[src/design/gnig_pkg.sv]
// Shared types, constants and the sequencer microprogram for the grid neighbour index generator.
package gnig_pkg;

   localparam int unsigned IDX_W          = 24;
   localparam int unsigned CSR_DATA_W     = 9;
   localparam int unsigned DIV_RADIX_BITS = 2;
   localparam int unsigned DIV_STEPS      = IDX_W / DIV_RADIX_BITS;
   localparam int unsigned DIV_CNT_W      = $clog2(DIV_STEPS);
   localparam int unsigned NBR_POS        = 27;

   // Position p = 9*a + 3*b + d, where a, b, d are the x, y, z offsets plus one
   localparam logic [NBR_POS-1:0] X_NEG_MASK  = 27'h00001FF;
   localparam logic [NBR_POS-1:0] X_POS_MASK  = 27'h7FC0000;
   localparam logic [NBR_POS-1:0] Y_NEG_MASK  = 27'h01C0E07;
   localparam logic [NBR_POS-1:0] Y_POS_MASK  = 27'h70381C0;
   localparam logic [NBR_POS-1:0] Z_NEG_MASK  = 27'h1249249;
   localparam logic [NBR_POS-1:0] Z_POS_MASK  = 27'h4924924;
   localparam logic [NBR_POS-1:0] CENTER_MASK = 27'h0002000;

   typedef enum logic [1:0] {
      STATUS_OK      = 2'd0,
      STATUS_EMPTY   = 2'd1,
      STATUS_OUTSIDE = 2'd2
   } status_type;

   typedef enum logic {
      CSR_GRID_SIDE = 1'b0,
      CSR_RADIUS    = 1'b1
   } csr_addr_type;

   typedef enum logic [2:0] {
      COND_ALWAYS    = 3'd0,
      COND_REQ       = 3'd1,
      COND_DIV_DONE  = 3'd2,
      COND_OUTSIDE   = 3'd3,
      COND_RUN_DONE  = 3'd4,
      COND_SLOT_FREE = 3'd5
   } cond_type;

   typedef logic [2:0] upc_type;

   localparam upc_type UPC_WAIT   = 3'd0;
   localparam upc_type UPC_DIV_X  = 3'd1;
   localparam upc_type UPC_MOVE_X = 3'd2;
   localparam upc_type UPC_DIV_Y  = 3'd3;
   localparam upc_type UPC_SPLIT  = 3'd4;
   localparam upc_type UPC_MASK   = 3'd5;
   localparam upc_type UPC_EMIT   = 3'd6;
   localparam upc_type UPC_ERROR  = 3'd7;

   typedef struct packed {
      logic     take_req;
      logic     div_step;
      logic     move_x;
      logic     take_yz;
      logic     make_mask;
      logic     emit_nbr;
      logic     emit_err;
      cond_type cond;
      upc_type  go_true;
      upc_type  go_false;
   } ucode_word_type;

   function automatic ucode_word_type ucode_rom(input upc_type upc);
      ucode_word_type w;
      w          = '0;
      w.cond     = COND_ALWAYS;
      w.go_true  = UPC_WAIT;
      w.go_false = UPC_WAIT;
      case (upc)
         UPC_WAIT: begin
            w.take_req = 1'b1;
            w.cond     = COND_REQ;
            w.go_true  = UPC_DIV_X;
            w.go_false = UPC_WAIT;
         end
         UPC_DIV_X: begin
            w.div_step = 1'b1;
            w.cond     = COND_DIV_DONE;
            w.go_true  = UPC_MOVE_X;
            w.go_false = UPC_DIV_X;
         end
         UPC_MOVE_X: begin
            w.move_x  = 1'b1;
            w.go_true = UPC_DIV_Y;
         end
         UPC_DIV_Y: begin
            w.div_step = 1'b1;
            w.cond     = COND_DIV_DONE;
            w.go_true  = UPC_SPLIT;
            w.go_false = UPC_DIV_Y;
         end
         UPC_SPLIT: begin
            w.take_yz  = 1'b1;
            w.cond     = COND_OUTSIDE;
            w.go_true  = UPC_ERROR;
            w.go_false = UPC_MASK;
         end
         UPC_MASK: begin
            w.make_mask = 1'b1;
            w.go_true   = UPC_EMIT;
         end
         UPC_EMIT: begin
            w.emit_nbr = 1'b1;
            w.cond     = COND_RUN_DONE;
            w.go_true  = UPC_WAIT;
            w.go_false = UPC_EMIT;
         end
         UPC_ERROR: begin
            w.emit_err = 1'b1;
            w.cond     = COND_SLOT_FREE;
            w.go_true  = UPC_WAIT;
            w.go_false = UPC_ERROR;
         end
         default: begin
            w.go_true = UPC_WAIT;
         end
      endcase
      return w;
   endfunction

endpackage

[src/design/grid_neighbor_index_generator_top.sv]
// Grid neighbour index generator: microcoded sequencer, shared divider and output word register.

// Takes one centre index at a time and returns the linear indices of its in-grid neighbours,
// x offset outermost, then y, then z, with rsp_last on the final word. A new centre is
// accepted only after the final word of the previous one has been loaded for output. The
// restoring divider retires two quotient bits a cycle and runs twice (x, then y and z), and
// the output register takes one word a cycle while rsp_ready does not stall it. A centre at
// or beyond the grid volume gives a single word with status 2; radius 0 or a side of one
// gives a single word with status 1. Configuration writes are taken in any cycle; change
// them only while no item is in flight.
module grid_neighbor_index_generator_top
   import gnig_pkg::*;
#(
   parameter int unsigned MAX_GRID_SIDE = 256
) (
   input  logic                  clock,
   input  logic                  reset,
   input  logic                  req_valid,
   output logic                  req_ready,
   input  logic [IDX_W-1:0]      req_center_index,
   output logic                  rsp_valid,
   input  logic                  rsp_ready,
   output logic [IDX_W-1:0]      rsp_neighbor_index,
   output logic [1:0]            rsp_status,
   output logic                  rsp_last,
   input  logic                  csr_valid,
   output logic                  csr_ready,
   input  logic                  csr_index,
   input  logic [CSR_DATA_W-1:0] csr_data
);

   localparam int unsigned SIDE_W = $clog2(MAX_GRID_SIDE + 1);
   localparam int unsigned COORD_W = $clog2(MAX_GRID_SIDE);
   localparam int unsigned SQ_W = 2 * SIDE_W;
   localparam logic [CSR_DATA_W-1:0] MAX_SIDE_C = CSR_DATA_W'(MAX_GRID_SIDE);

   upc_type               upc_ff, upc_in;
   logic [CSR_DATA_W-1:0] grid_side_ff, grid_side_in;
   logic                  radius_ff, radius_in;
   logic [IDX_W-1:0]      center_index_ff, center_index_in;
   logic [SIDE_W-1:0]     rem_ff, rem_in;
   logic [IDX_W-1:0]      quo_ff, quo_in;
   logic [DIV_CNT_W-1:0]  div_cnt_ff, div_cnt_in;
   logic [COORD_W-1:0]    center_x_ff, center_x_in;
   logic [COORD_W-1:0]    center_y_ff, center_y_in;
   logic [COORD_W-1:0]    center_z_ff, center_z_in;
   logic [NBR_POS-1:0]    mask_ff, mask_in;
   logic [SQ_W-1:0]       side_sq_ff, side_sq_in;
   logic                  rsp_valid_ff, rsp_valid_in;
   logic [IDX_W-1:0]      rsp_index_ff, rsp_index_in;
   status_type            rsp_status_ff, rsp_status_in;
   logic                  rsp_last_ff, rsp_last_in;

   ucode_word_type        uword;
   logic                  req_fire;
   logic                  slot_free;
   logic                  cond_true;
   logic                  rsp_load;
   logic [SIDE_W-1:0]     side;
   logic [SIDE_W-1:0]     part_rem;
   logic [IDX_W-1:0]      part_quo;
   logic [SIDE_W:0]       trial;
   logic                  outside;
   logic [NBR_POS-1:0]    mask_new;
   logic [NBR_POS-1:0]    pick;
   logic [NBR_POS-1:0]    rest;
   logic [IDX_W-1:0]      x_add, y_add, z_add;
   logic [IDX_W-1:0]      nbr_index;

   // Effective side, the divider step and the outside check
   always_comb begin
      if (grid_side_ff == '0) begin
         side = SIDE_W'(1);
      end else if (grid_side_ff > MAX_SIDE_C) begin
         side = SIDE_W'(MAX_GRID_SIDE);
      end else begin
         side = grid_side_ff[SIDE_W-1:0];
      end

      part_rem = rem_ff;
      part_quo = quo_ff;
      trial    = '0;
      for (int i = 0; i < DIV_RADIX_BITS; i++) begin
         trial    = {part_rem, part_quo[IDX_W-1]};
         part_quo = {part_quo[IDX_W-2:0], 1'b0};
         if (trial >= {1'b0, side}) begin
            trial       = trial - {1'b0, side};
            part_quo[0] = 1'b1;
         end
         part_rem = trial[SIDE_W-1:0];
      end

      outside = quo_ff >= IDX_W'(side);
   end

   // Neighbour mask and the next word's index
   always_comb begin
      mask_new = '0;
      if (radius_ff) begin
         mask_new = ~CENTER_MASK;
         if (center_x_ff == '0) mask_new = mask_new & ~X_NEG_MASK;
         if (SIDE_W'(center_x_ff) == side - SIDE_W'(1)) mask_new = mask_new & ~X_POS_MASK;
         if (center_y_ff == '0) mask_new = mask_new & ~Y_NEG_MASK;
         if (SIDE_W'(center_y_ff) == side - SIDE_W'(1)) mask_new = mask_new & ~Y_POS_MASK;
         if (center_z_ff == '0) mask_new = mask_new & ~Z_NEG_MASK;
         if (SIDE_W'(center_z_ff) == side - SIDE_W'(1)) mask_new = mask_new & ~Z_POS_MASK;
      end

      pick = mask_ff & (~mask_ff + NBR_POS'(1));
      rest = mask_ff & (mask_ff - NBR_POS'(1));

      if ((pick & X_NEG_MASK) != '0) begin
         x_add = '1;
      end else if ((pick & X_POS_MASK) != '0) begin
         x_add = IDX_W'(1);
      end else begin
         x_add = '0;
      end
      if ((pick & Y_NEG_MASK) != '0) begin
         y_add = IDX_W'(0) - IDX_W'(side);
      end else if ((pick & Y_POS_MASK) != '0) begin
         y_add = IDX_W'(side);
      end else begin
         y_add = '0;
      end
      if ((pick & Z_NEG_MASK) != '0) begin
         z_add = IDX_W'(0) - IDX_W'(side_sq_ff);
      end else if ((pick & Z_POS_MASK) != '0) begin
         z_add = IDX_W'(side_sq_ff);
      end else begin
         z_add = '0;
      end
      // wraps modulo the index width; the true neighbour always lies in range
      nbr_index = center_index_ff + x_add + y_add + z_add;
   end

   // Sequencer: fetch, evaluate the jump condition, pick the next step
   always_comb begin
      uword     = ucode_rom(upc_ff);
      slot_free = !rsp_valid_ff || rsp_ready;
      req_fire  = req_valid && uword.take_req;
      case (uword.cond)
         COND_ALWAYS:    cond_true = 1'b1;
         COND_REQ:       cond_true = req_fire;
         COND_DIV_DONE:  cond_true = div_cnt_ff == DIV_CNT_W'(DIV_STEPS - 1);
         COND_OUTSIDE:   cond_true = outside;
         COND_RUN_DONE:  cond_true = slot_free && (mask_ff == '0 || rest == '0);
         COND_SLOT_FREE: cond_true = slot_free;
         default:        cond_true = 1'b0;
      endcase
      upc_in = cond_true ? uword.go_true : uword.go_false;
   end

   // Datapath next values
   always_comb begin
      grid_side_in    = grid_side_ff;
      radius_in       = radius_ff;
      center_index_in = center_index_ff;
      rem_in          = rem_ff;
      quo_in          = quo_ff;
      div_cnt_in      = div_cnt_ff;
      center_x_in     = center_x_ff;
      center_y_in     = center_y_ff;
      center_z_in     = center_z_ff;
      mask_in         = mask_ff;
      side_sq_in      = SQ_W'(side) * SQ_W'(side);
      rsp_valid_in    = rsp_valid_ff && !rsp_ready;
      rsp_index_in    = rsp_index_ff;
      rsp_status_in   = rsp_status_ff;
      rsp_last_in     = rsp_last_ff;
      rsp_load        = 1'b0;

      if (csr_valid) begin
         case (csr_addr_type'(csr_index))
            CSR_GRID_SIDE: grid_side_in = csr_data;
            CSR_RADIUS:    radius_in    = csr_data[0];
            default:       grid_side_in = grid_side_ff;
         endcase
      end

      if (req_fire) begin
         center_index_in = req_center_index;
         quo_in          = req_center_index;
         rem_in          = '0;
         div_cnt_in      = '0;
      end

      if (uword.div_step) begin
         rem_in     = part_rem;
         quo_in     = part_quo;
         div_cnt_in = div_cnt_ff + DIV_CNT_W'(1);
      end

      // quotient of the first pass becomes the dividend of the second
      if (uword.move_x) begin
         center_x_in = rem_ff[COORD_W-1:0];
         rem_in      = '0;
         div_cnt_in  = '0;
      end

      if (uword.take_yz && !outside) begin
         center_y_in = rem_ff[COORD_W-1:0];
         center_z_in = quo_ff[COORD_W-1:0];
      end

      if (uword.make_mask) begin
         mask_in = mask_new;
      end

      if (uword.emit_nbr && slot_free) begin
         rsp_load = 1'b1;
         if (mask_ff == '0) begin
            rsp_index_in  = '0;
            rsp_status_in = STATUS_EMPTY;
            rsp_last_in   = 1'b1;
         end else begin
            rsp_index_in  = nbr_index;
            rsp_status_in = STATUS_OK;
            rsp_last_in   = rest == '0;
            mask_in       = rest;
         end
      end

      if (uword.emit_err && slot_free) begin
         rsp_load      = 1'b1;
         rsp_index_in  = '0;
         rsp_status_in = STATUS_OUTSIDE;
         rsp_last_in   = 1'b1;
      end

      if (rsp_load) begin
         rsp_valid_in = 1'b1;
      end
   end

   always_ff @(posedge clock) begin
      if (reset) begin
         upc_ff       <= UPC_WAIT;
         grid_side_ff <= CSR_DATA_W'(64);
         radius_ff    <= 1'b1;
         div_cnt_ff   <= '0;
         mask_ff      <= '0;
         center_x_ff  <= '0;
         center_y_ff  <= '0;
         center_z_ff  <= '0;
         rsp_valid_ff <= 1'b0;
      end else begin
         upc_ff       <= upc_in;
         grid_side_ff <= grid_side_in;
         radius_ff    <= radius_in;
         div_cnt_ff   <= div_cnt_in;
         mask_ff      <= mask_in;
         center_x_ff  <= center_x_in;
         center_y_ff  <= center_y_in;
         center_z_ff  <= center_z_in;
         rsp_valid_ff <= rsp_valid_in;
      end
   end

   always_ff @(posedge clock) begin
      center_index_ff <= center_index_in;
      rem_ff          <= rem_in;
      quo_ff          <= quo_in;
      side_sq_ff      <= side_sq_in;
      rsp_index_ff    <= rsp_index_in;
      rsp_status_ff   <= rsp_status_in;
      rsp_last_ff     <= rsp_last_in;
   end

   assign req_ready          = uword.take_req;
   assign csr_ready          = 1'b1;
   assign rsp_valid          = rsp_valid_ff;
   assign rsp_neighbor_index = rsp_index_ff;
   assign rsp_status         = rsp_status_ff;
   assign rsp_last           = rsp_last_ff;

   // the final word of a run hands control straight back to the wait step
   a_last_returns: assert property (@(posedge clock) disable iff (reset)
      (rsp_load && rsp_last_in) |=> (upc_ff == UPC_WAIT))
      else $error("sequencer did not return to wait after the final word");

   // a neighbour word never points at the centre voxel
   a_not_center: assert property (@(posedge clock) disable iff (reset)
      (upc_ff == UPC_EMIT && slot_free && mask_ff != '0) |-> (nbr_index != center_index_ff))
      else $error("neighbour index equals the centre index");

   // radius zero leaves no candidates to emit
   a_radius_zero: assert property (@(posedge clock) disable iff (reset)
      (upc_ff == UPC_EMIT && !radius_ff) |-> (mask_ff == '0))
      else $error("candidate mask not empty with radius zero");

endmodule
[config.mk]
export PLATFORM = sky130hd
export DESIGN_NAME = grid_neighbor_index_generator_top
export DESIGN_NICKNAME = d
export VERILOG_FILES = /design/src/design/gnig_pkg.sv /design/src/design/grid_neighbor_index_generator_top.sv
export SDC_FILE = /design/constraint.sdc
export NUM_CORES = 1
export LEC_CHECK = 0
export BUFFER_PORTS_ARGS = -buffer_cell sky130_fd_sc_hd__buf_2
export CELL_PAD_IN_SITES_DETAIL_PLACEMENT = 1
export CELL_PAD_IN_SITES_GLOBAL_PLACEMENT = 1
export CORE_MARGIN = 1.5
export CORE_UTILIZATION = 25
export CTS_BUF_LIST = sky130_fd_sc_hd__clkbuf_4
export CTS_CLUSTER_SIZE = 10
export DETAILED_ROUTE_END_ITERATION = 10
export GPL_TIMING_DRIVEN = 0
export PLACE_DENSITY = 0.56
export SYNTH_ARGS = -nofsm -noshare
export SYNTH_HDL_FRONTEND = slang
export SYNTH_SLANG_ARGS = --single-unit
[constraint.sdc]
create_clock -name clock -period 8.7 [get_ports clock]
set_input_delay 1.74 -clock clock [delete_from_list [all_inputs] [get_ports clock]]
set_output_delay 1.74 -clock clock [all_outputs]
set_load 0.02 [all_outputs]
==> reports/results.txt, run 1 <==
Pwr Density -> 169 nW/um^2
Crit Path Class -> reg -> reg
Register Area -> 3880 sq um
GR Overflow Total -> 0
CTS root buf -> clkbuf_4
DP Cell Count -> 2,334
Final core occ -> 28.2%
Routed length per instance -> 19.1 um
Chip Width -> 233 um
CTS H-tree depth -> 4
Num CTS Buffers -> 17
CP startpoint kind -> flip-flop
Synth async-reset ratio -> 0%
Initial Utilization -> 25.3%
DRT antenna net count -> 0
Slew HR -> 11.9%
Clk sink count -> 170
Routed wire length -> 45.1 mm
# port buffers -> 66
Worst setup EP type -> flip-flop
CP max FO -> 20
Nets -> 1,876
Total GRT Usage -> 17.2%
Drt first pass iters -> 5
Slew Limit Fails -> 0
Tmin final -> 6.84 ns
Max cap viols -> 0
Global placer's final weighted congestion -> 0.888
Achievable clock frequency -> 146 MHz
CP peak stage delay -> 0.61 ns
Number of global-route vias before repair -> 11,800
Maximum buffer depth of the clock tree -> 2
Largest net degree at the start of global routing -> 27
Layout cell share with drive strength beyond 1 -> 7.93%
Sequential area share after synthesis -> 29.3%
Area growth from synthesis to layout -> 11.5%
First-pass GRT wire length -> 69.9 mm
Syn Std Cell Area -> 13,200 sq um
Max VDD drop -> 0.111 mV
Clock Latency Late Sink -> 0.74 ns
Most frequent cells in the layout -> nand2_1, inv_1, dfxtp_1, a21oi_1, nor2_1
Unrepaired setup endpoints after global routing -> no
Post-CTS setup buffers -> 0
Worst Skew -> 0.0372 ns
Measured slew at the worst slew-check pin -> 1.32 ns
Primary FF master, synth -> dfxtp_1
Iter 0 DRT Violations -> 578
CORE AREA -> 52,400 sq um
TNS Setup -> 0 ns
Worst path slowest cell -> o311ai_1
Vias per inst -> 4.86
HPWL after DPL -> 36.6 mm
Number of enable flip-flop cells after synthesis -> 48
WP data arrival -> 7.49 ns
Hold_buf cts -> 0
Hold Fails Final Rpt -> 0
Vias post-DR -> 11,500
I/O pin cnt -> 69
Filler cells -> 6,266
Worst path most repeated cell -> fa_1
Cell variety after synth -> 96
Clock-pin slew on the worst setup and hold paths -> 0.18 ns
Cells after Synth -> 1,569
Antenna violations before repair -> 2
# DRC -> 0
Outcome -> finished clean
Die area -> 54,400 sq um
Pleak -> 6.49 nW
CTS tree -> done
Non-Filler Instances -> 2,369
Crit-path cells -> clkbuf_1 -> nor4_1 -> and4_1 -> buf_2 -> nand2_1 -> o221a_1 -> clkbuf_1 -> inv_2 -> a22o_1 -> fa_1 -> inv_1 -> fa_1 -> inv_1 -> ha_1 -> fa_1 -> a211oi_1 -> nor2_1 -> o311ai_1 -> nand4_1 -> o211a_1 -> nand3_1 -> nand3_1 -> a32o_1
Final number of setup-violating endpoints -> 0
# resized after CTS -> 0
Worst slack on hold paths -> 0.450 ns
HP Class -> reg -> reg
Worst Path Required -> 9.35 ns
Footprint of the multi-input gates -> 8440 sq um
Synth Register Bits -> 170
Avg Synthesized Cell Area -> 8.44 sq um
Num rows -> 84
Die Ht -> 233 um
YS warnings -> 0
Commonest non-fill, non-tap cell in the layout -> nand2_1
Crit share post-route -> 78.6%
synthesized netlist by cell type (5+ instances only):
cell type	count	area share [%]
inv_1	188	5.3
or4_1	10	0.57
mux2_1	5	0.43
a21o_1	25	1.4
dfxtp_1	122	18
o21ai_0	60	2.3
a221o_1	5	0.38
nor4_1	16	0.76
o211ai_1	10	0.57
fa_1	83	13
nand2b_1	10	0.47
nand2_1	236	6.7
xnor2_1	42	2.8
xor2_1	23	1.5
and3_1	8	0.38
ha_1	89	8.4
a31oi_1	11	0.52
and2_1	10	0.47
a22o_1	9	0.60
a211oi_1	11	0.62
o21ai_1	22	0.83
o31ai_1	5	0.28
nand4_1	15	0.71
edfxtp_1	48	11
o21bai_1	7	0.40
clkbuf_1	53	1.5
nor3_1	36	1.4
a21oi_1	116	4.4
or3_1	17	0.80
nand3_1	28	1.1
nor2_1	92	2.6
o22ai_1	7	0.33
nor2b_1	21	0.99
a32o_1	5	0.38
mux2i_1	7	0.53
final timing paths:
kind	startpoint	endpoint	slack, ns	cells after the start
setup / recovery	mask_ff[9]	rsp_neighbor_index[23]	1.86	23
hold / removal	rsp_status[1]	rsp_status[1]	0.45	2
setup reg to reg	mask_ff[9]	rsp_neighbor_index[23]	1.86	23
hold reg to reg	rsp_status[1]	rsp_status[1]	0.45	2
kinds of logic (layout without fill, tap and decap cells):
family / Yosys count / count (layout) / share of synthesized area [%]
AOI/OAI and AO/OA: 363 / 363 / 17.8
xor gates and xnor gates: 65 / 65 / 4.30
adders and majority gates: 173 / 173 / 21.0
buffers and inverters: 253 / 352 / 7.29
DFF: 170 / 170 / 29.3
muxes: 14 / 14 / 1.12
other: 2 / 15 / 0.0567
and+or+nand+nor: 529 / 529 / 19.1
layout make-up:
| class | instances | share of cell area (%) |
|---|---|---|
| Multi-Input combinational cell | 1156 | 57.2 |
| Sequential cell | 170 | 26.3 |
| Tap cell | 688 | 5.83 |
| Inverter | 191 | 4.85 |
| Timing Repair Buffer | 67 | 2.37 |
| Buffer | 62 | 1.69 |
| Clock inverter | 15 | 0.873 |
| Clock buffer | 17 | 0.864 |
| Antenna cell | 3 | 0.0508 |
power by group:
| group | internal, mW | total [mW] | switching [mW] |
|---|---|---|---|
| Combinational | 0.440 | 1.05 | 0.608 |
| Sequential | 0.887 | 0.966 | 0.0791 |
| Clock | 0.133 | 0.478 | 0.345 |
per-layer routing:
| metal | vias to the layer above | part of all wire (%) | global-route usage, % |
|---|---|---|---|
| met4 | 0 | 2.1 | 5.38 |
| li1 | 5587 | - | - |
| met3 | 56 | 3.3 | 2.53 |
| met1 | 5649 | 47 | 22.6 |
| met2 | 226 | 47 | 28.7 |
| met5 | - | 0 | 0 |
per-stage QoR:
stage | area [sq um] | total power, mW | setup WS (ns)
2_1_floorplan | 13300 | 1.74 | 2.58
3_3_place_gp | 14500 | 2.00 | 0.891
3_5_place_dp | 14500 | 2.03 | 1.84
4_1_cts | 14800 | 2.52 | 1.84
5_1_grt | 14800 | 2.68 | 1.56
6_report | 14800 | 2.49 | 1.86
state kept, by name, summed over array words and instances, names as in the netlist:
name                count
center_index_ff        24
center_z_ff             8
side_sq_ff             17
center_x_ff             8
div_cnt_ff              4
radius_ff               1
upc_ff                  3
rsp_last                1
rsp_neighbor_index     24
center_y_ff             8
mask_ff                27
quo_ff                 24
grid_side_ff            9
rem_ff                  9
rsp_status              2
rsp_valid               1
worst max-delay path, delay by kind of cell, from the launching register on:
kind                       cells  cell delay, ns
DFF                            1            0.34
adders and majority gates      4            1.66
AOI/OAI and AO/OA              6            1.97
buffers and inverters          6            1.66
and+or+nand+nor                7            1.10
Power figures use the tool's default switching activity.
==> run 2: changes to the inputs <==
Clock period 8.7 ns to 6.6 ns, I/O delays scaled along.
==> reports/results.txt, run 2 (synthesis gave the netlist of run 1 again) <==
Outcome -> finished clean
Hold_buf cts -> 0
Final worst slack -> 0.385 ns
Max VDD drop -> 0.146 mV
Area growth from synthesis to layout -> 11.9%
Clock-pin slew on the worst setup and hold paths -> 0.18 ns
Post-route cell area -> 14,800 sq um
Register Area -> 3880 sq um
Dpl cell area -> 14,500 sq um
CP startpoint kind -> flip-flop
Int Pwr -> 1.93 mW
R2r startpoint -> mask_ff[9]
Clock network power share -> 19.2%
Worst hold path endpoint -> rsp_status[1]
Total GRT Usage -> 17.1%
CORE AREA -> 52,400 sq um
Filler cells -> 6,260
Clk sink count -> 170
Routed wire length -> 45.2 mm
Num CTS Buffers -> 17
HP Start -> rsp_status[1]
Antenna violations before repair -> 2
Worst slack on hold paths -> 0.450 ns
Achievable clock frequency -> 161 MHz
Final number of setup-violating endpoints -> 0
Max cap viols -> 0
Die Ht -> 233 um
Pre-CTS setup slack -> -0.255 ns
Routed length per instance -> 19.1 um
CTS tree -> done
Unrepaired setup endpoints after global routing -> no
# port buffers -> 66
Clock Latency Late Sink -> 0.74 ns
Layout cell share with drive strength beyond 1 -> 8.57%
Vias post-DR -> 11,500
Worst Hold Path Cells -> 2
I/O pin cnt -> 69
Global placer's final weighted congestion -> 0.888
Largest register FFs -> 27
Sw frac -> 41.3%
Footprint of the multi-input gates -> 8470 sq um
Crit Path Class -> reg -> reg
Maximum buffer depth of the clock tree -> 2
Most flop-heavy register -> mask_ff
Pleak -> 6.51 nW
Slew HR -> 13.6%
Largest net degree at the start of global routing -> 27
HPWL after DPL -> 36.6 mm
Worst Skew -> 0.0339 ns
Worst Path Required -> 7.25 ns
FF-to-FF End -> rsp_neighbor_index[23]
WP data arrival -> 6.87 ns
CTS H-tree depth -> 4
Combinational share of power -> 42.1%
Worst Reg-to-Reg Cells -> 21
Reg power frac -> 38.7%
Iter 0 DRT Violations -> 554
Nets -> 1,878
Die area -> 54,400 sq um
FF-to-FF setup slack -> 0.38 ns
Hold Fails Final Rpt -> 0
Num rows -> 84
# DRC -> 0
Commonest non-fill, non-tap cell in the layout -> nand2_1
Number of global-route vias before repair -> 11,800
Net Sw Power -> 1.36 mW
First-pass GRT wire length -> 69.8 mm
DRT antenna net count -> 0
Slew Limit Fails -> 0
Worst setup EP type -> flip-flop
Pwr Density -> 222 nW/um^2
Vias per inst -> 4.86
Measured slew at the worst slew-check pin -> 1.29 ns
HP Class -> reg -> reg
Chip Width -> 233 um
Crit share post-route -> 94.2%
CTS root buf -> clkbuf_4
Tmin final -> 6.22 ns
Most frequent cells in the layout -> nand2_1, inv_1, dfxtp_1, a21oi_1, nor2_1
Drt first pass iters -> 5
GR Overflow Total -> 0
Initial Utilization -> 25.3%
CP max FO -> 20
## run 2: area by class of cell
class / count / share of cell area (%)
flip-flops and latches: 170 / 26.2
well taps: 688 / 5.81
plain buffers: 61 / 1.68
multi-input cells: 1156 / 57.2
diodes: 3 / 0.0507
clock inverters: 15 / 0.869
clock buffers: 17 / 0.861
inverters: 191 / 4.84
repair buffers: 70 / 2.52
## run 2: critical path: stages, from the launching register on
cell and delay, ns:
dfxtp_1 0.33, clkbuf_1 0.24, nor4_2 0.49, and4_1 0.25
buf_2 0.18, nand2_1 0.10, o221a_2 0.46, inv_2 0.42
o21ai_0 0.20, fa_1 0.45, fa_1 0.52, inv_1 0.04
ha_1 0.21, fa_1 0.44, a211oi_1 0.30, nor2_1 0.17
o311ai_2 0.44, nand4_1 0.19, o211a_1 0.20, nand3_1 0.11
nand3_1 0.08, a32o_1 0.27
## run 2: power by group through the flow
stage	clock, mW	combinational (mW)	sequential [mW]
finish	0.630	1.38	1.27
global route	0.693	1.56	1.29
CTS	0.660	1.39	1.27
detailed placement	0	1.38	1.30
global placement	0	1.35	1.29
floorplan	0	1.05	1.25
## run 2: worst max path at each step
| stage | start | to | slack, ns | cells past startpoint |
|---|---|---|---|---|
| floorplan | mask_ff[2] | rsp_neighbor_index[18] | 0.48 | 19 |
| global placement | mask_ff[2] | rsp_neighbor_index[23] | -1.21 | 20 |
| detailed placement | mask_ff[9] | rsp_neighbor_index[23] | -0.26 | 23 |
| CTS | mask_ff[9] | rsp_neighbor_index[23] | 0.04 | 20 |
| global route | grid_side_ff[8] | rem_ff[7] | 0.03 | 20 |
| finish | mask_ff[9] | rsp_neighbor_index[23] | 0.38 | 21 |
## run 2: repair_timing
| action | CTS | global route |
|---|---|---|
| setup endpoints to repair | 5 | 17 |
| pin swaps | 0 | 1 |
| setup buffers | 0 | 3 |
| gates resized for setup | 3 | 8 |
## run 2: routing by layer
metal / routed length, um / GRT usage [%]
met4: 931 / 5.38
met5: 0 / 0
met2: 21500 / 28.7
met1: 21300 / 22.6
met3: 1530 / 2.53
## run 2: stage by stage
step | power (mW) | std cells | setup TNS [ns] | util (%)
floorplan | 2.30 | 1579 | 0 | -
global placement | 2.64 | 2333 | -12.52 | 27.6
detailed placement | 2.68 | 2334 | -0.619 | 27.7
CTS | 3.32 | 2365 | 0 | 28.2
global route | 3.54 | 2371 | 0 | 28.3
finish | 3.28 | 2371 | 0 | 28.3
